## src/hw/rtl/bdg_pkg.sv

```systemverilog
// ----------------------------------------------------------------------------
// bdg_pkg
// Types, code constants and glyph tables for the box-drawing pixel generator.
// ----------------------------------------------------------------------------
package bdg_pkg;

    typedef struct packed {
        logic [15:0] code_point;
        logic [5:0]  pixel_x;
        logic [5:0]  pixel_y;
    } t_in_beat;

    typedef struct packed {
        logic pixel_on;
        logic not_provided;
    } t_out_beat;

    typedef struct packed {
        logic [6:0] width;
        logic [6:0] height;
    } t_tile;

    // 5x5 pattern: [row][column]
    typedef logic [4:0][4:0] t_pat;

    localparam logic [1:0] ARM_NONE   = 2'd0;
    localparam logic [1:0] ARM_LIGHT  = 2'd1;
    localparam logic [1:0] ARM_HEAVY  = 2'd2;
    localparam logic [1:0] ARM_DOUBLE = 2'd3;

    localparam logic [15:0] CODE_REPLACEMENT = 16'hFFFD;
    localparam logic [8:0]  CODE_BOX_BLOCK   = 9'h04A;
    localparam logic [15:0] CODE_DBL_HORIZ   = 16'h2550;
    localparam logic [15:0] CODE_DBL_VERT    = 16'h2551;
    localparam logic [15:0] CODE_DOWN_SGL_RD = 16'h2552;
    localparam logic [15:0] CODE_DOWN_DBL_RS = 16'h2553;
    localparam logic [15:0] CODE_DBL_DOWN_R  = 16'h2554;
    localparam logic [15:0] CODE_UP_SGL_LD   = 16'h255B;
    localparam logic [15:0] CODE_DBL_CROSS   = 16'h256C;

    localparam logic [0:0] REG_TILE_WIDTH  = 1'b0;
    localparam logic [0:0] REG_TILE_HEIGHT = 1'b1;

    function automatic logic [7:0] arms(input logic [1:0] l, input logic [1:0] t,
                                        input logic [1:0] r, input logic [1:0] b);
        return {b, r, t, l};
    endfunction

    localparam logic [7:0] ARM_TABLE [0:127] = '{
        arms(1,0,1,0), arms(2,0,2,0), arms(0,1,0,1), arms(0,2,0,2),
        8'd0, 8'd0, 8'd0, 8'd0, 8'd0, 8'd0, 8'd0, 8'd0,
        arms(0,0,1,1), arms(0,0,2,1), arms(0,0,1,2), arms(0,0,2,2),
        arms(1,0,0,1), arms(2,0,0,1), arms(1,0,0,2), arms(2,0,0,2),
        arms(0,1,1,0), arms(0,1,2,0), arms(0,2,1,0), arms(0,2,2,0),
        arms(1,1,0,0), arms(2,1,0,0), arms(1,2,0,0), arms(2,2,0,0),
        arms(0,1,1,1), arms(0,1,2,1), arms(0,2,1,1), arms(0,1,1,2),
        arms(0,2,1,2), arms(0,2,2,1), arms(0,1,2,2), arms(0,2,2,2),
        arms(1,1,0,1), arms(2,1,0,1), arms(1,2,0,1), arms(1,1,0,2),
        arms(1,2,0,2), arms(2,2,0,1), arms(2,1,0,2), arms(2,2,0,2),
        arms(1,0,1,1), arms(2,0,1,1), arms(1,0,2,1), arms(2,0,2,1),
        arms(1,0,1,2), arms(2,0,1,2), arms(1,0,2,2), arms(2,2,0,2),
        arms(1,1,1,0), arms(2,1,1,0), arms(1,1,2,0), arms(2,1,2,0),
        arms(1,2,1,0), arms(2,2,1,0), arms(0,2,1,2), arms(2,2,0,2),
        arms(1,1,1,1), arms(2,1,1,1), arms(1,1,2,1), arms(2,1,2,1),
        arms(1,2,1,1), arms(1,1,1,2), arms(1,2,1,2), arms(2,2,1,1),
        arms(1,2,2,1), arms(2,1,1,2), arms(1,1,2,2), arms(2,2,2,1),
        arms(2,1,2,2), arms(2,2,1,2), arms(1,2,2,2), arms(2,2,2,2),
        8'd0, 8'd0, 8'd0, 8'd0,
        8'd0, 8'd0, 8'd0, 8'd0, 8'd0,
        arms(3,0,0,1), arms(1,0,0,3), arms(3,0,0,3), arms(0,1,3,0),
        arms(0,3,1,0), arms(0,3,3,0), 8'd0,          arms(1,3,0,0),
        arms(3,3,0,0), arms(0,1,3,1), arms(0,3,1,3), arms(0,3,3,3),
        arms(3,1,0,1), arms(1,3,0,3), arms(3,3,0,3), arms(3,0,3,1),
        arms(1,0,1,3), arms(3,0,3,3), arms(3,1,3,0), arms(1,3,1,0),
        arms(3,3,3,0), arms(3,1,3,1), arms(1,3,1,3), 8'd0,
        8'd0, 8'd0, 8'd0, 8'd0, 8'd0, 8'd0, 8'd0, 8'd0, 8'd0, 8'd0,
        8'd0, 8'd0, 8'd0, 8'd0, 8'd0, 8'd0, 8'd0, 8'd0, 8'd0
    };

    function automatic t_pat pattern_of(input logic [15:0] code);
        t_pat p;
        unique case (code)
            CODE_DBL_HORIZ:   p = {5'b00000, 5'b11111, 5'b00000, 5'b11111, 5'b00000};
            CODE_DBL_VERT:    p = {5'b01010, 5'b01010, 5'b01010, 5'b01010, 5'b01010};
            CODE_DOWN_SGL_RD: p = {5'b00100, 5'b11100, 5'b00100, 5'b11100, 5'b00000};
            CODE_DOWN_DBL_RS: p = {5'b01010, 5'b01010, 5'b11110, 5'b00000, 5'b00000};
            CODE_DBL_DOWN_R:  p = {5'b01010, 5'b11010, 5'b00010, 5'b11110, 5'b00000};
            CODE_UP_SGL_LD:   p = {5'b00000, 5'b00111, 5'b00100, 5'b00111, 5'b00100};
            CODE_DBL_CROSS:   p = {5'b01010, 5'b11011, 5'b00000, 5'b11011, 5'b01010};
            default:          p = '0;
        endcase
        return p;
    endfunction

    // Center 3x3 fill, bit = row*3 + column
    function automatic logic [8:0] center_mask(input logic [1:0] l, input logic [1:0] t,
                                               input logic [1:0] r, input logic [1:0] b);
        logic [8:0] m;
        m = '0;
        if (t == ARM_LIGHT && b == ARM_LIGHT) m |= 9'b010010010;
        if (l == ARM_LIGHT && r == ARM_LIGHT) m |= 9'b000111000;
        if (l == ARM_LIGHT && t == ARM_LIGHT) m |= 9'b000011010;
        if (t == ARM_LIGHT && r == ARM_LIGHT) m |= 9'b000110010;
        if (r == ARM_LIGHT && b == ARM_LIGHT) m |= 9'b010110000;
        if (b == ARM_LIGHT && l == ARM_LIGHT) m |= 9'b010011000;
        if ((l == ARM_HEAVY && t == ARM_HEAVY) || (t == ARM_HEAVY && r == ARM_HEAVY) ||
            (r == ARM_HEAVY && b == ARM_HEAVY) || (b == ARM_HEAVY && l == ARM_HEAVY) ||
            (t == ARM_HEAVY && b == ARM_HEAVY) || (l == ARM_HEAVY && r == ARM_HEAVY))
            m |= 9'b111111111;
        if (l == ARM_LIGHT && t == ARM_HEAVY) m |= 9'b000011111;
        if (l == ARM_HEAVY && t == ARM_LIGHT) m |= 9'b001011011;
        if (t == ARM_LIGHT && r == ARM_HEAVY) m |= 9'b100110110;
        if (t == ARM_HEAVY && r == ARM_LIGHT) m |= 9'b000110111;
        if (r == ARM_LIGHT && b == ARM_HEAVY) m |= 9'b111110000;
        if (r == ARM_HEAVY && b == ARM_LIGHT) m |= 9'b110110100;
        if (b == ARM_LIGHT && l == ARM_HEAVY) m |= 9'b011011001;
        if (b == ARM_HEAVY && l == ARM_LIGHT) m |= 9'b111011000;
        if (l == ARM_DOUBLE && t == ARM_DOUBLE && r == ARM_DOUBLE && b == ARM_DOUBLE) begin
            m |= 9'b101000101;
        end else begin
            if (l == ARM_DOUBLE && r == ARM_DOUBLE) m |= 9'b111000111;
            if (t == ARM_DOUBLE && b == ARM_DOUBLE) m |= 9'b101101101;
            if (l == ARM_DOUBLE && t == ARM_DOUBLE) m |= 9'b111100101;
            if (t == ARM_DOUBLE && r == ARM_DOUBLE) m |= 9'b111001101;
            if (r == ARM_DOUBLE && b == ARM_DOUBLE) m |= 9'b101001111;
            if (b == ARM_DOUBLE && l == ARM_DOUBLE) m |= 9'b101100111;
        end
        return m;
    endfunction

    // Stroke from (x1,y1) to (x2,y2): light is one pixel wide, heavy three, double two pixels at +-1
    function automatic logic on_line(input logic signed [8:0] px, input logic signed [8:0] py,
                                     input logic signed [8:0] x1, input logic signed [8:0] y1,
                                     input logic signed [8:0] x2, input logic signed [8:0] y2,
                                     input logic [1:0] style);
        logic signed [8:0] a;
        logic signed [8:0] c;
        logic              span;
        logic              hit;
        if (x1 == x2) begin
            span = (py >= y1) && (py <= y2);
            a    = px;
            c    = x1;
        end else begin
            span = (px >= x1) && (px <= x2);
            a    = py;
            c    = y1;
        end
        unique case (style)
            ARM_LIGHT:  hit = (a == c);
            ARM_HEAVY:  hit = (a >= c - 9'sd1) && (a <= c + 9'sd1);
            ARM_DOUBLE: hit = (a == c - 9'sd1) || (a == c + 9'sd1);
            default:    hit = 1'b0;
        endcase
        return span && hit;
    endfunction

endpackage

```

## src/hw/rtl/bdg_cfg.sv

```systemverilog
// ----------------------------------------------------------------------------
// bdg_cfg
// Tile size registers on the APB port; sides clamp to the largest tile.
// ----------------------------------------------------------------------------
module bdg_cfg
    import bdg_pkg::*;
#(
    parameter int MAX_TILE_SIDE = 64
) (
    input  logic        i_clk,
    input  logic        i_rst_n,
    input  logic        psel,
    input  logic        penable,
    input  logic        pwrite,
    input  logic [2:0]  paddr,
    input  logic [31:0] pwdata,
    output logic [31:0] prdata,
    output logic        pready,
    output t_tile       o_tile
);

    localparam int         SatSide  = (MAX_TILE_SIDE > 127) ? 127 : MAX_TILE_SIDE;
    localparam logic [6:0] SAT_SIDE = 7'(SatSide);

    logic [6:0] r_width;
    logic [6:0] r_height;
    logic       wr_en;

    assign pready = 1'b1;
    assign wr_en  = psel && penable && pwrite;

    always_ff @(posedge i_clk) begin
        if (!i_rst_n) begin
            r_width  <= 7'd8;
            r_height <= 7'd16;
        end else if (wr_en) begin
            unique case (paddr[2])
                REG_TILE_WIDTH:  r_width  <= pwdata[6:0];
                REG_TILE_HEIGHT: r_height <= pwdata[6:0];
                default:         r_width  <= r_width;
            endcase
        end
    end

    always_comb begin
        unique case (paddr[2])
            REG_TILE_WIDTH:  prdata = {25'd0, r_width};
            REG_TILE_HEIGHT: prdata = {25'd0, r_height};
            default:         prdata = '0;
        endcase
    end

    assign o_tile.width  = (r_width  > SAT_SIDE) ? SAT_SIDE : r_width;
    assign o_tile.height = (r_height > SAT_SIDE) ? SAT_SIDE : r_height;

endmodule

```

## src/hw/rtl/bdg_glyph.sv

```systemverilog
// ----------------------------------------------------------------------------
// bdg_glyph
// Pixel decision for one code point and position: pattern, arms or outline.
// ----------------------------------------------------------------------------
module bdg_glyph
    import bdg_pkg::*;
(
    input  t_in_beat  i_beat,
    input  t_tile     i_tile,
    output t_out_beat o_beat
);

    logic signed [8:0] px, py, w, h;
    logic signed [8:0] cx, cy, cl, ct, cr, cb;
    logic              in_cx, in_cy;
    logic [1:0]        dx, dy;
    logic [2:0]        pcol, prow;
    logic [3:0]        sq_idx;
    logic              provided, in_tile;
    t_pat              pat;
    logic [7:0]        arm_code;
    logic [1:0]        al, at, ar, ab;
    logic [8:0]        mask;
    logic              arm_on, pat_on, box_on;

    always_comb begin
        px = signed'({3'd0, i_beat.pixel_x});
        py = signed'({3'd0, i_beat.pixel_y});
        w  = signed'({2'd0, i_tile.width});
        h  = signed'({2'd0, i_tile.height});
        cx = (w - 9'sd1) >>> 1;
        cy = (h - 9'sd1) >>> 1;
        cl = cx - 9'sd1;
        ct = cy - 9'sd1;
        cr = cx + 9'sd2;
        cb = cy + 9'sd2;

        in_cx  = (px >= cx - 9'sd1) && (px <= cx + 9'sd1);
        in_cy  = (py >= cy - 9'sd1) && (py <= cy + 9'sd1);
        dx     = 2'(px - cx + 9'sd1);
        dy     = 2'(py - cy + 9'sd1);
        pcol   = {1'b0, dx} + 3'd1;
        prow   = {1'b0, dy} + 3'd1;
        sq_idx = {2'd0, dy} * 4'd3 + {2'd0, dx};

        provided = (i_beat.code_point == CODE_REPLACEMENT) ||
                   (i_beat.code_point[15:7] == CODE_BOX_BLOCK);
        in_tile  = (px < w) && (py < h);

        pat      = pattern_of(i_beat.code_point);
        arm_code = ARM_TABLE[i_beat.code_point[6:0]];
        al       = arm_code[1:0];
        at       = arm_code[3:2];
        ar       = arm_code[5:4];
        ab       = arm_code[7:6];
        mask     = center_mask(al, at, ar, ab);

        if (w < 9'sd3 || h < 9'sd3) begin
            arm_on = 1'b0;
        end else begin
            arm_on = ((al != ARM_NONE) && (cl > 9'sd0) &&
                      on_line(px, py, 9'sd0, cy, cl - 9'sd1, cy, al)) ||
                     ((at != ARM_NONE) && (ct > 9'sd0) &&
                      on_line(px, py, cx, 9'sd0, cx, ct - 9'sd1, at)) ||
                     ((ar != ARM_NONE) && (cr < w) &&
                      on_line(px, py, cr, cy, w - 9'sd1, cy, ar)) ||
                     ((ab != ARM_NONE) && (cb < h) &&
                      on_line(px, py, cx, cb, cx, h - 9'sd1, ab)) ||
                     (in_cx && in_cy && mask[sq_idx]);
        end

        pat_on = (in_cx && in_cy && pat[prow][pcol]) ||
                 (in_cy && ((pat[prow][0] && (px < cl)) || (pat[prow][4] && (px >= cr)))) ||
                 (in_cx && ((pat[0][pcol] && (py < ct)) || (pat[4][pcol] && (py >= cb))));

        box_on = (((py == 9'sd1) || (py == h - 9'sd2)) && (px >= 9'sd1) && (px <= w - 9'sd2)) ||
                 (((px == 9'sd1) || (px == w - 9'sd2)) && (py >= 9'sd1) && (py <= h - 9'sd2));

        o_beat.not_provided = !provided;
        if (!(provided && in_tile)) begin
            o_beat.pixel_on = 1'b0;
        end else if (pat != '0) begin
            o_beat.pixel_on = pat_on;
        end else if (arm_code != 8'd0) begin
            o_beat.pixel_on = arm_on;
        end else begin
            o_beat.pixel_on = box_on;
        end
    end

endmodule

```

## src/hw/rtl/box_drawing_glyph_pixel_generator.sv

```systemverilog
// ----------------------------------------------------------------------------
// box_drawing_glyph_pixel_generator
// Takes one beat per clock unless held off: a code point and a pixel
// position, and returns whether that pixel of the drawn glyph is lit, plus a
// flag for codes outside the box-drawing set and the replacement character.
// Throughput is one pixel per cycle without stalls; an input register is
// followed by a result register with one combinational glyph pass between.
// Input stays ready unless the result register stalls with the input one
// full. Tile width and height are written over APB at byte addresses 0 and 4.
// ----------------------------------------------------------------------------
module box_drawing_glyph_pixel_generator
    import bdg_pkg::*;
#(
    parameter int MAX_TILE_SIDE = 64
) (
    input  logic        i_clk,
    input  logic        i_rst_n,
    input  logic        i_in_valid,
    output logic        o_in_ready,
    input  t_in_beat    i_in_data,
    output logic        o_out_valid,
    input  logic        i_out_ready,
    output t_out_beat   o_out_data,
    input  logic        psel,
    input  logic        penable,
    input  logic        pwrite,
    input  logic [2:0]  paddr,
    input  logic [31:0] pwdata,
    output logic [31:0] prdata,
    output logic        pready
);

    t_tile     tile;
    t_in_beat  r_s1_data;
    logic      r_s1_vld;
    t_out_beat r_out_data;
    logic      r_out_vld;
    t_out_beat glyph_beat;
    logic      stall;

    bdg_cfg #(
        .MAX_TILE_SIDE (MAX_TILE_SIDE)
    ) u_cfg (
        .i_clk   (i_clk),
        .i_rst_n (i_rst_n),
        .psel    (psel),
        .penable (penable),
        .pwrite  (pwrite),
        .paddr   (paddr),
        .pwdata  (pwdata),
        .prdata  (prdata),
        .pready  (pready),
        .o_tile  (tile)
    );

    bdg_glyph u_glyph (
        .i_beat (r_s1_data),
        .i_tile (tile),
        .o_beat (glyph_beat)
    );

    assign stall      = r_out_vld && !i_out_ready;
    assign o_in_ready = !(stall && r_s1_vld);

    always_ff @(posedge i_clk) begin
        if (!i_rst_n) begin
            r_s1_vld <= 1'b0;
        end else if (o_in_ready) begin
            r_s1_vld <= i_in_valid;
        end
    end

    always_ff @(posedge i_clk) begin
        if (o_in_ready && i_in_valid) begin
            r_s1_data <= i_in_data;
        end
    end

    always_ff @(posedge i_clk) begin
        if (!i_rst_n) begin
            r_out_vld <= 1'b0;
        end else if (!stall) begin
            r_out_vld <= r_s1_vld;
        end
    end

    always_ff @(posedge i_clk) begin
        if (!stall && r_s1_vld) begin
            r_out_data <= glyph_beat;
        end
    end

    assign o_out_valid = r_out_vld;
    assign o_out_data  = r_out_data;

`ifndef SYNTHESIS
    a_ready_low_full: assert property (@(posedge i_clk) disable iff (!i_rst_n)
        !o_in_ready |-> (r_s1_vld && o_out_valid))
        else $error("input held off while a stage is empty");

    a_advance: assert property (@(posedge i_clk) disable iff (!i_rst_n)
        (r_s1_vld && !stall) |=> o_out_valid)
        else $error("staged beat did not reach the result register");

    a_dark_when_missing: assert property (@(posedge i_clk) disable iff (!i_rst_n)
        (o_out_valid && o_out_data.not_provided) |-> !o_out_data.pixel_on)
        else $error("pixel lit for an unsupported code");
`endif

endmodule

```

## config.mk

```make
export PLATFORM = sky130hd
export DESIGN_NAME = box_drawing_glyph_pixel_generator
export DESIGN_NICKNAME = d
export VERILOG_FILES = /design/src/hw/rtl/bdg_pkg.sv /design/src/hw/rtl/bdg_cfg.sv /design/src/hw/rtl/bdg_glyph.sv /design/src/hw/rtl/box_drawing_glyph_pixel_generator.sv
export SDC_FILE = /design/constraint.sdc
export NUM_CORES = 1
export LEC_CHECK = 0
export BUFFER_PORTS_ARGS = -buffer_cell sky130_fd_sc_hd__buf_2
export CORE_ASPECT_RATIO = 0.75
export CORE_UTILIZATION = 55
export DETAILED_ROUTE_END_ITERATION = 16
export PLACE_DENSITY = 0.75
export SLEW_MARGIN = 20
export SYNTH_ARGS = -nofsm -noshare
export SYNTH_HDL_FRONTEND = slang
export SYNTH_SLANG_ARGS = --single-unit
```

## constraint.sdc

```tcl
create_clock -name i_clk -period 6 [get_ports i_clk]
set_input_delay 0.6 -clock i_clk [delete_from_list [all_inputs] [get_ports i_clk]]
set_output_delay 0.6 -clock i_clk [all_outputs]
set_load 0.03 [all_outputs]
```

# Word level (Yosys, flattened, before mapping)
# Memory sizes are Yosys's and may differ from the RTL's.
# Index checks and enable logic that the tools add are counted.
# op_classes
n_addsub,25
mul,1
magnitude_cmp,38
eq_ne,35
muxes,65
n_bitwise,2
reduce_logical,103
# ops
op,count
$mux 9,20
$pmux 24 s7,1
$eq 16x14->1 const B,7
$eq 9x9->1,9
$logic_and 1x1->1,69
$pmux 32 s2,1
$mux 8,6
$le 7x8->1,5
$sub 9x2->9 const B,4
$sub 7x2->8 const B,4
$mux 6,5
$add 9x2->9 const B,3
$ge 9x9->1,3
$le 7x9->1,3
$le 9x9->1,3
$reduce_bool 25->1,1
$logic_or 1x1->1,21
$mux 7,3
$ge 7x9->1,2
$mux 1,17
$add 7x2->8 const B,2
$add 7x3->8 const B,2
$eq 16x16->1 const B,1
$eq 2x2->1 const B,8
other kinds (40),69
# word_totals
register_bits,46
mem_bits_ro,1024
inputBits,70
out_inout_bits,37
wordCells,279
n_memories,1
# mem_list
name,depth,word_bits,read_ports,rd_ports_with_merged_regs,write_ports,line_no,text
(name not given),128,8,1,0,0,bdg_glyph.sv:51,arm_code = ARM_TABLE[i_beat.code_point[6:0]];

# Logic depth before layout (Yosys ltp)
# logic_depth
ltp_word,35
mapped_depth,34
mapped_depth_nobuf,29

# Modules after synthesis
# From an unflattened synthesis, not the netlist that was laid out.
# unflattened
cells_unflattened,1273
hier_area_um2,9674.3
# by_module_without_submodules
module,n_inst,cells_each,area_per_inst_um2,seq_area_each_um2
bdg_glyph,1,1126,7727.4,0.0
box_drawing_glyph_pixel_generator,1,39,1004.7,940.9
bdg_cfg,1,108,942.2,280.3

# Least setup slack after synthesis
# Ideal clock, no wire load.
# synth_timing
kind,register -> register
from,register u_cfg.r_width[6]
to,"register r_out_data (netlist bit o_out_data[1]), data pin"
setup_time_ns,0.274
arrival_ns,5.577
required_time_ns,5.726
path_slack_ns,0.149
stages_incl_launch_ff,32
n_path_buf,5
period_less_slack_ns,5.851
path_cell_list,dfxtp_1 > buf_2 > clkinv_1 > nand2_1 > ha_1 > buf_2 > xnor2_1 > inv_1 > ha_1 > inv_1 > o21ai_0 > clkbuf_1 > nor3_1 > o21ai_2 > nand3_1 > mux2_1 > or2_1 > buf_6 > clkbuf_1 > nand2_1 > ha_1 > ha_1 > a21o_1 > a21o_1 > a21o_1 > a21o_1 > a21oi_1 > o21ai_0 > a22oi_1 > nor4b_1 > o211ai_1 > a311oi_2
# synth_via
elab_chain_len,22
elab_cells_between_ends,122
cone_classes,add/sub: 16; order compare: 18; eq/ne: 11; mux: 33; reduce/logical: 44
# synth_lines
element,line_no,text
from (decl),bdg_cfg.sv:25,logic [6:0] r_width;
from (signal assigned),bdg_cfg.sv:38,REG_TILE_WIDTH: r_width <= pwdata[6:0];
from (signal assigned),bdg_cfg.sv:40,default: r_width <= r_width;
$gt 7x7->1,bdg_cfg.sv:53,assign o_tile.width = (r_width > SAT_SIDE) ? SAT_SIDE : r_width;
$mux 7 *,bdg_cfg.sv:53,
$sub 7x1->8,"bdg_glyph.sv:31, bdg_glyph.sv:66",
$sub 7x2->8,"bdg_glyph.sv:33, bdg_glyph.sv:38",
$sub 8x2->9,bdg_glyph.sv:62,"on_line(px, py, 9'sd0, cy, cl - 9'sd1, cy, al)) ||"
$logic_not 9->1,bdg_pkg.sv:140,if (x1 == x2) begin
$mux 9,bdg_pkg.sv:140,
$mux 9,bdg_glyph.sv:58,if (w < 9'sd3 || h < 9'sd3) begin
[... 6 more ...],n/a,
$logic_and 1x1->1,bdg_glyph.sv:61,arm_on = ((al != ARM_NONE) && (cl > 9'sd0) &&
$logic_or 1x1->1,bdg_glyph.sv:62,
$logic_or 1x1->1,bdg_glyph.sv:64,"on_line(px, py, cx, 9'sd0, cx, ct - 9'sd1, at)) ||"
$logic_or 1x1->1,bdg_glyph.sv:66,"on_line(px, py, cr, cy, w - 9'sd1, cy, ar)) ||"
$logic_or 1x1->1,bdg_glyph.sv:68,"on_line(px, py, cx, cb, cx, h - 9'sd1, ab)) ||"
$mux 1,bdg_glyph.sv:58,
$mux 1,bdg_glyph.sv:84,end else if (arm_code != 8'd0) begin
$mux 1,bdg_glyph.sv:82,end else if (pat != '0) begin
to (signal assigned),box_drawing_glyph_pixel_generator.sv:89,r_out_data <= glyph_beat;
to (decl),box_drawing_glyph_pixel_generator.sv:36,t_out_beat r_out_data;
# Every way passes the cells marked *; elsewhere a longest branch is shown, timed or not. The select of a mux whose other input is x is not followed.
# A chain may end at the register's enable or synchronous reset.

# Worst setup path in the final report
# Ends and elaborated chain as after synthesis.

==> summary.md <==
| Metric | Value |
|---|---|
| Share of final-layout standard cells stronger than drive strength 1 | 12.7% |
| Classification of the worst setup path | flop to flop |
| Placeable core area | 0.0177 mm^2 |
| Family of cells with the greatest summed delay on the critical path | compound AO/OA/AOI/OAI gates |
| Die ar. | 0.0186 mm^2 |
| Reg power frac | 25.2% |
| Number of enable flip-flop cells after synthesis | 30 |
| CTS H-Tree Depth | 2 |
| Number of remaining DRC errors | 0 |
| Cell mode on critical path | a21o_1 |
| Final cell area excluding filler cells | 0.0105 mm^2 |
| Clk buf depth | 2 |
| Number of global-route vias before repair | 9268 |
| Clock Root Buffer | clkbuf_16 |
| Relative area change from synthesis to final layout | 5.94% |
| Iter 0 DRT Violations | 1095 |
| Routed vias/inst | 6.46 |
| CP max stage delay | 420 ps |
| Wire length of the first global-routing pass | 48300 um |
| Placed wire-length estimate | 23000 um |
| Sequential element share of the synthesized area | 12.3% |
| Average cell area after synthesis | 7.67 um^2 |
| Setup repair bufs after CTS | 0 |
| Data arrival time of the critical path | 5760 ps |
| #FFs+latches synth | 46 |
| Post-route clock skew | 6.83 ps |
| Kind of start point of the critical path | flop |
| Starting utilization of the core area | 56.3% |
| Crit path buf inv count | 5 |
| Most instantiated library cell after synthesis | nand2_1 |
| Clock buffers created by TritonCTS | 5 |
| Pwr dens | 147 mW/mm^2 |
| Post-synthesis instance area | 0.00995 mm^2 |
| Tightest Pin Transition | 1080 ps |
| Total wirelength of the detailed-routed design | 29800 um |
| Aggregate global-route resource usage | 32.3% |
| Hold WC Path Type | primary input to flop |
| Number of instances in the synthesized netlist | 1297 |
| Placement Rows | 42 |
| Count of input and output buffers | 53 |
| Clock network power share | 17.3% |
| Largest cells by area after synthesis | ha_1, edfxtp_1, nand2_1, a21oi_1, xnor2_1 |
| Proportion of synthesized flip-flops having asynchronous set or reset | 0% |
| Per-cell routed wire length | 19.0 um |
| Placed Instance Area | 0.0103 mm^2 |
| Outcome | finished, final reports clean |
| Antenna diode instance count | 0 |
| Setup TNS Final | 0 ps |
| Vias after detailed routing | 10100 |
| Die X | 157 um |
| Post-synth top cells | nand2_1, ha_1, a21oi_1 |
| Sort of element at the end of the critical path | flop |
| Vertical die dimension | 118 um |
| Int Pwr | 0.866 mW |
| Top achievable clock speed | 174 MHz |
| Maximum number of pins on one net before global-route repair | 39 |
| Leakage power | 4.35 nW |
| Post-synthesis cell type with the largest combined area | ha_1 |
| Combinational Power Share | 57.5% |
| VDD IR max | 0.000131 V |
| Rel. slew slack | 27.7% |
| Fraction of power spent switching nets | 44.3% |
| Post-synthesis cell type count | 115 |
| Worst-path clk slew | 60 ps |
| DRT antenna net count | 0 |
| Later-pin clock latency in the skew report | 290 ps |
| Period utilisation layout | 96.0% |
| Pins Over Slew Limit | 0 |
| Number of max-capacitance violations reported | 0 |
| Final period demand of the worst path | 5760 ps |
| Number of setup violations in the final report | 0 |
| Final weighted congestion of routability-driven global placement | 0.963 |
| Count of endpoints failing hold in the final timing report | 0 |
| Post-layout nets | 1544 |
| Largest fanout on the critical path | 9 |
| TritonRoute pass-1 iters | 5 |
| Number of synthesis warnings | 0 |
| Synth top area share | 18.2% |
| Standard cell with the maximum stage delay on the critical path | mux2_2 |
| Switching Power | 0.688 mW |
| Ys flop type | edfxtp_1 |
| Top Ports | 107 |
| Remaining global-route overflow | 0 |
| Antenna violations before repair | 0 |
| Sinks on Clock Net | 46 |
| Critical path required time | 6000 ps |
| TritonCTS clock tree | yes |
[final cells by class]
cell class,count,area (um^2)
multi-input combinational,1116,8040
fill,1665,7120
sequential,46,1220
timing repair buffer,96,596
tap,242,303
inverter,62,235
clock buffer,7,133
clock inverter,1,7.51
[through the flow]
step                      instances  setup slack (ps)  total power [mW]  hold WS [ps]  util (%)
after floorplan                1321               149              1.06           463         -
after global placement         1561               255              1.24           501      58.4
after detailed placement       1561               126              1.26           521      58.4
after CTS                      1569              53.3              1.53           479      59.2
after global routing           1570             -14.4              1.67           476      59.7
final                          1570               240              1.55           483      59.7
[sequential cells by signal, summed over array words and instances, names as in the netlist]
name	cells
r_s1_vld	1
r_s1_data	28
o_out_data	2
o_out_valid	1
u_cfg.r_width	7
u_cfg.r_height	7
[layer usage]
layer  up-vias  part of all wire [%]  GRT usage (%)
met2       539                    41           45.4
li1       4826                     -              -
met4         0                   1.1           6.49
met1      4748                    47           49.7
met3        28                    11           6.49
met5         -                     0              0
[cell families (layout without fill, tap and decap cells)]
family,Yosys count,count (layout),synth area share (%)
AO/OA/AOI/OAI,398,398,28.2
XOR/XNOR,64,64,5.71
adder cells (fa/ha/maj),150,150,18.9
buffers and inverters,159,166,8.42
flip-flops,46,46,12.3
multiplexers,15,15,1.66
other,2,26,0.0755
AND/OR/NAND/NOR,463,463,24.7
[final timing paths]
check / start / endpoint / slack, ps / cells past startpoint
max: u_cfg.r_width[6] / o_out_data[1] / 240 / 29
min: i_in_data[19] / r_s1_data[19] / 480 / 1
max reg2reg: u_cfg.r_width[6] / o_out_data[1] / 240 / 29
min reg2reg: r_s1_vld / o_out_valid / 530 / 1
[timing repair]
| item | 4_1_cts | 5_1_grt |
|---|---|---|
| hold buffers | 0 | 0 |
| gates resized for setup | 0 | 16 |
| setup endpoints to repair | 0 | 1 |
| endpoints found under the hold margin | 0 | 0 |
[power groups by stage]
stage | registers (mW) | clock network [mW] | logic (mW)
after CTS | 0.392 | 0.271 | 0.865
after global routing | 0.393 | 0.284 | 0.992
after global placement | 0.398 | 0 | 0.844
after floorplan | 0.377 | 0 | 0.681
after detailed placement | 0.399 | 0 | 0.859
final | 0.392 | 0.269 | 0.893
[cell usage in the layout (no fill, tap or decap), types with 30 or more instances in the layout]
cell type,synthesis,layout
a21oi_1,90,88
buf_2,25,53
buf_4,33,42
edfxtp_1,30,30
ha_1,145,143
inv_1,54,54
nand2_1,146,144
nand2b_1,30,30
nand3_1,32,32
nor2_1,69,69
nor2b_1,32,32
nor3_1,30,30
o21ai_0,71,70
xnor2_1,50,50
Note: power is estimated with default switching activity, not from simulation.
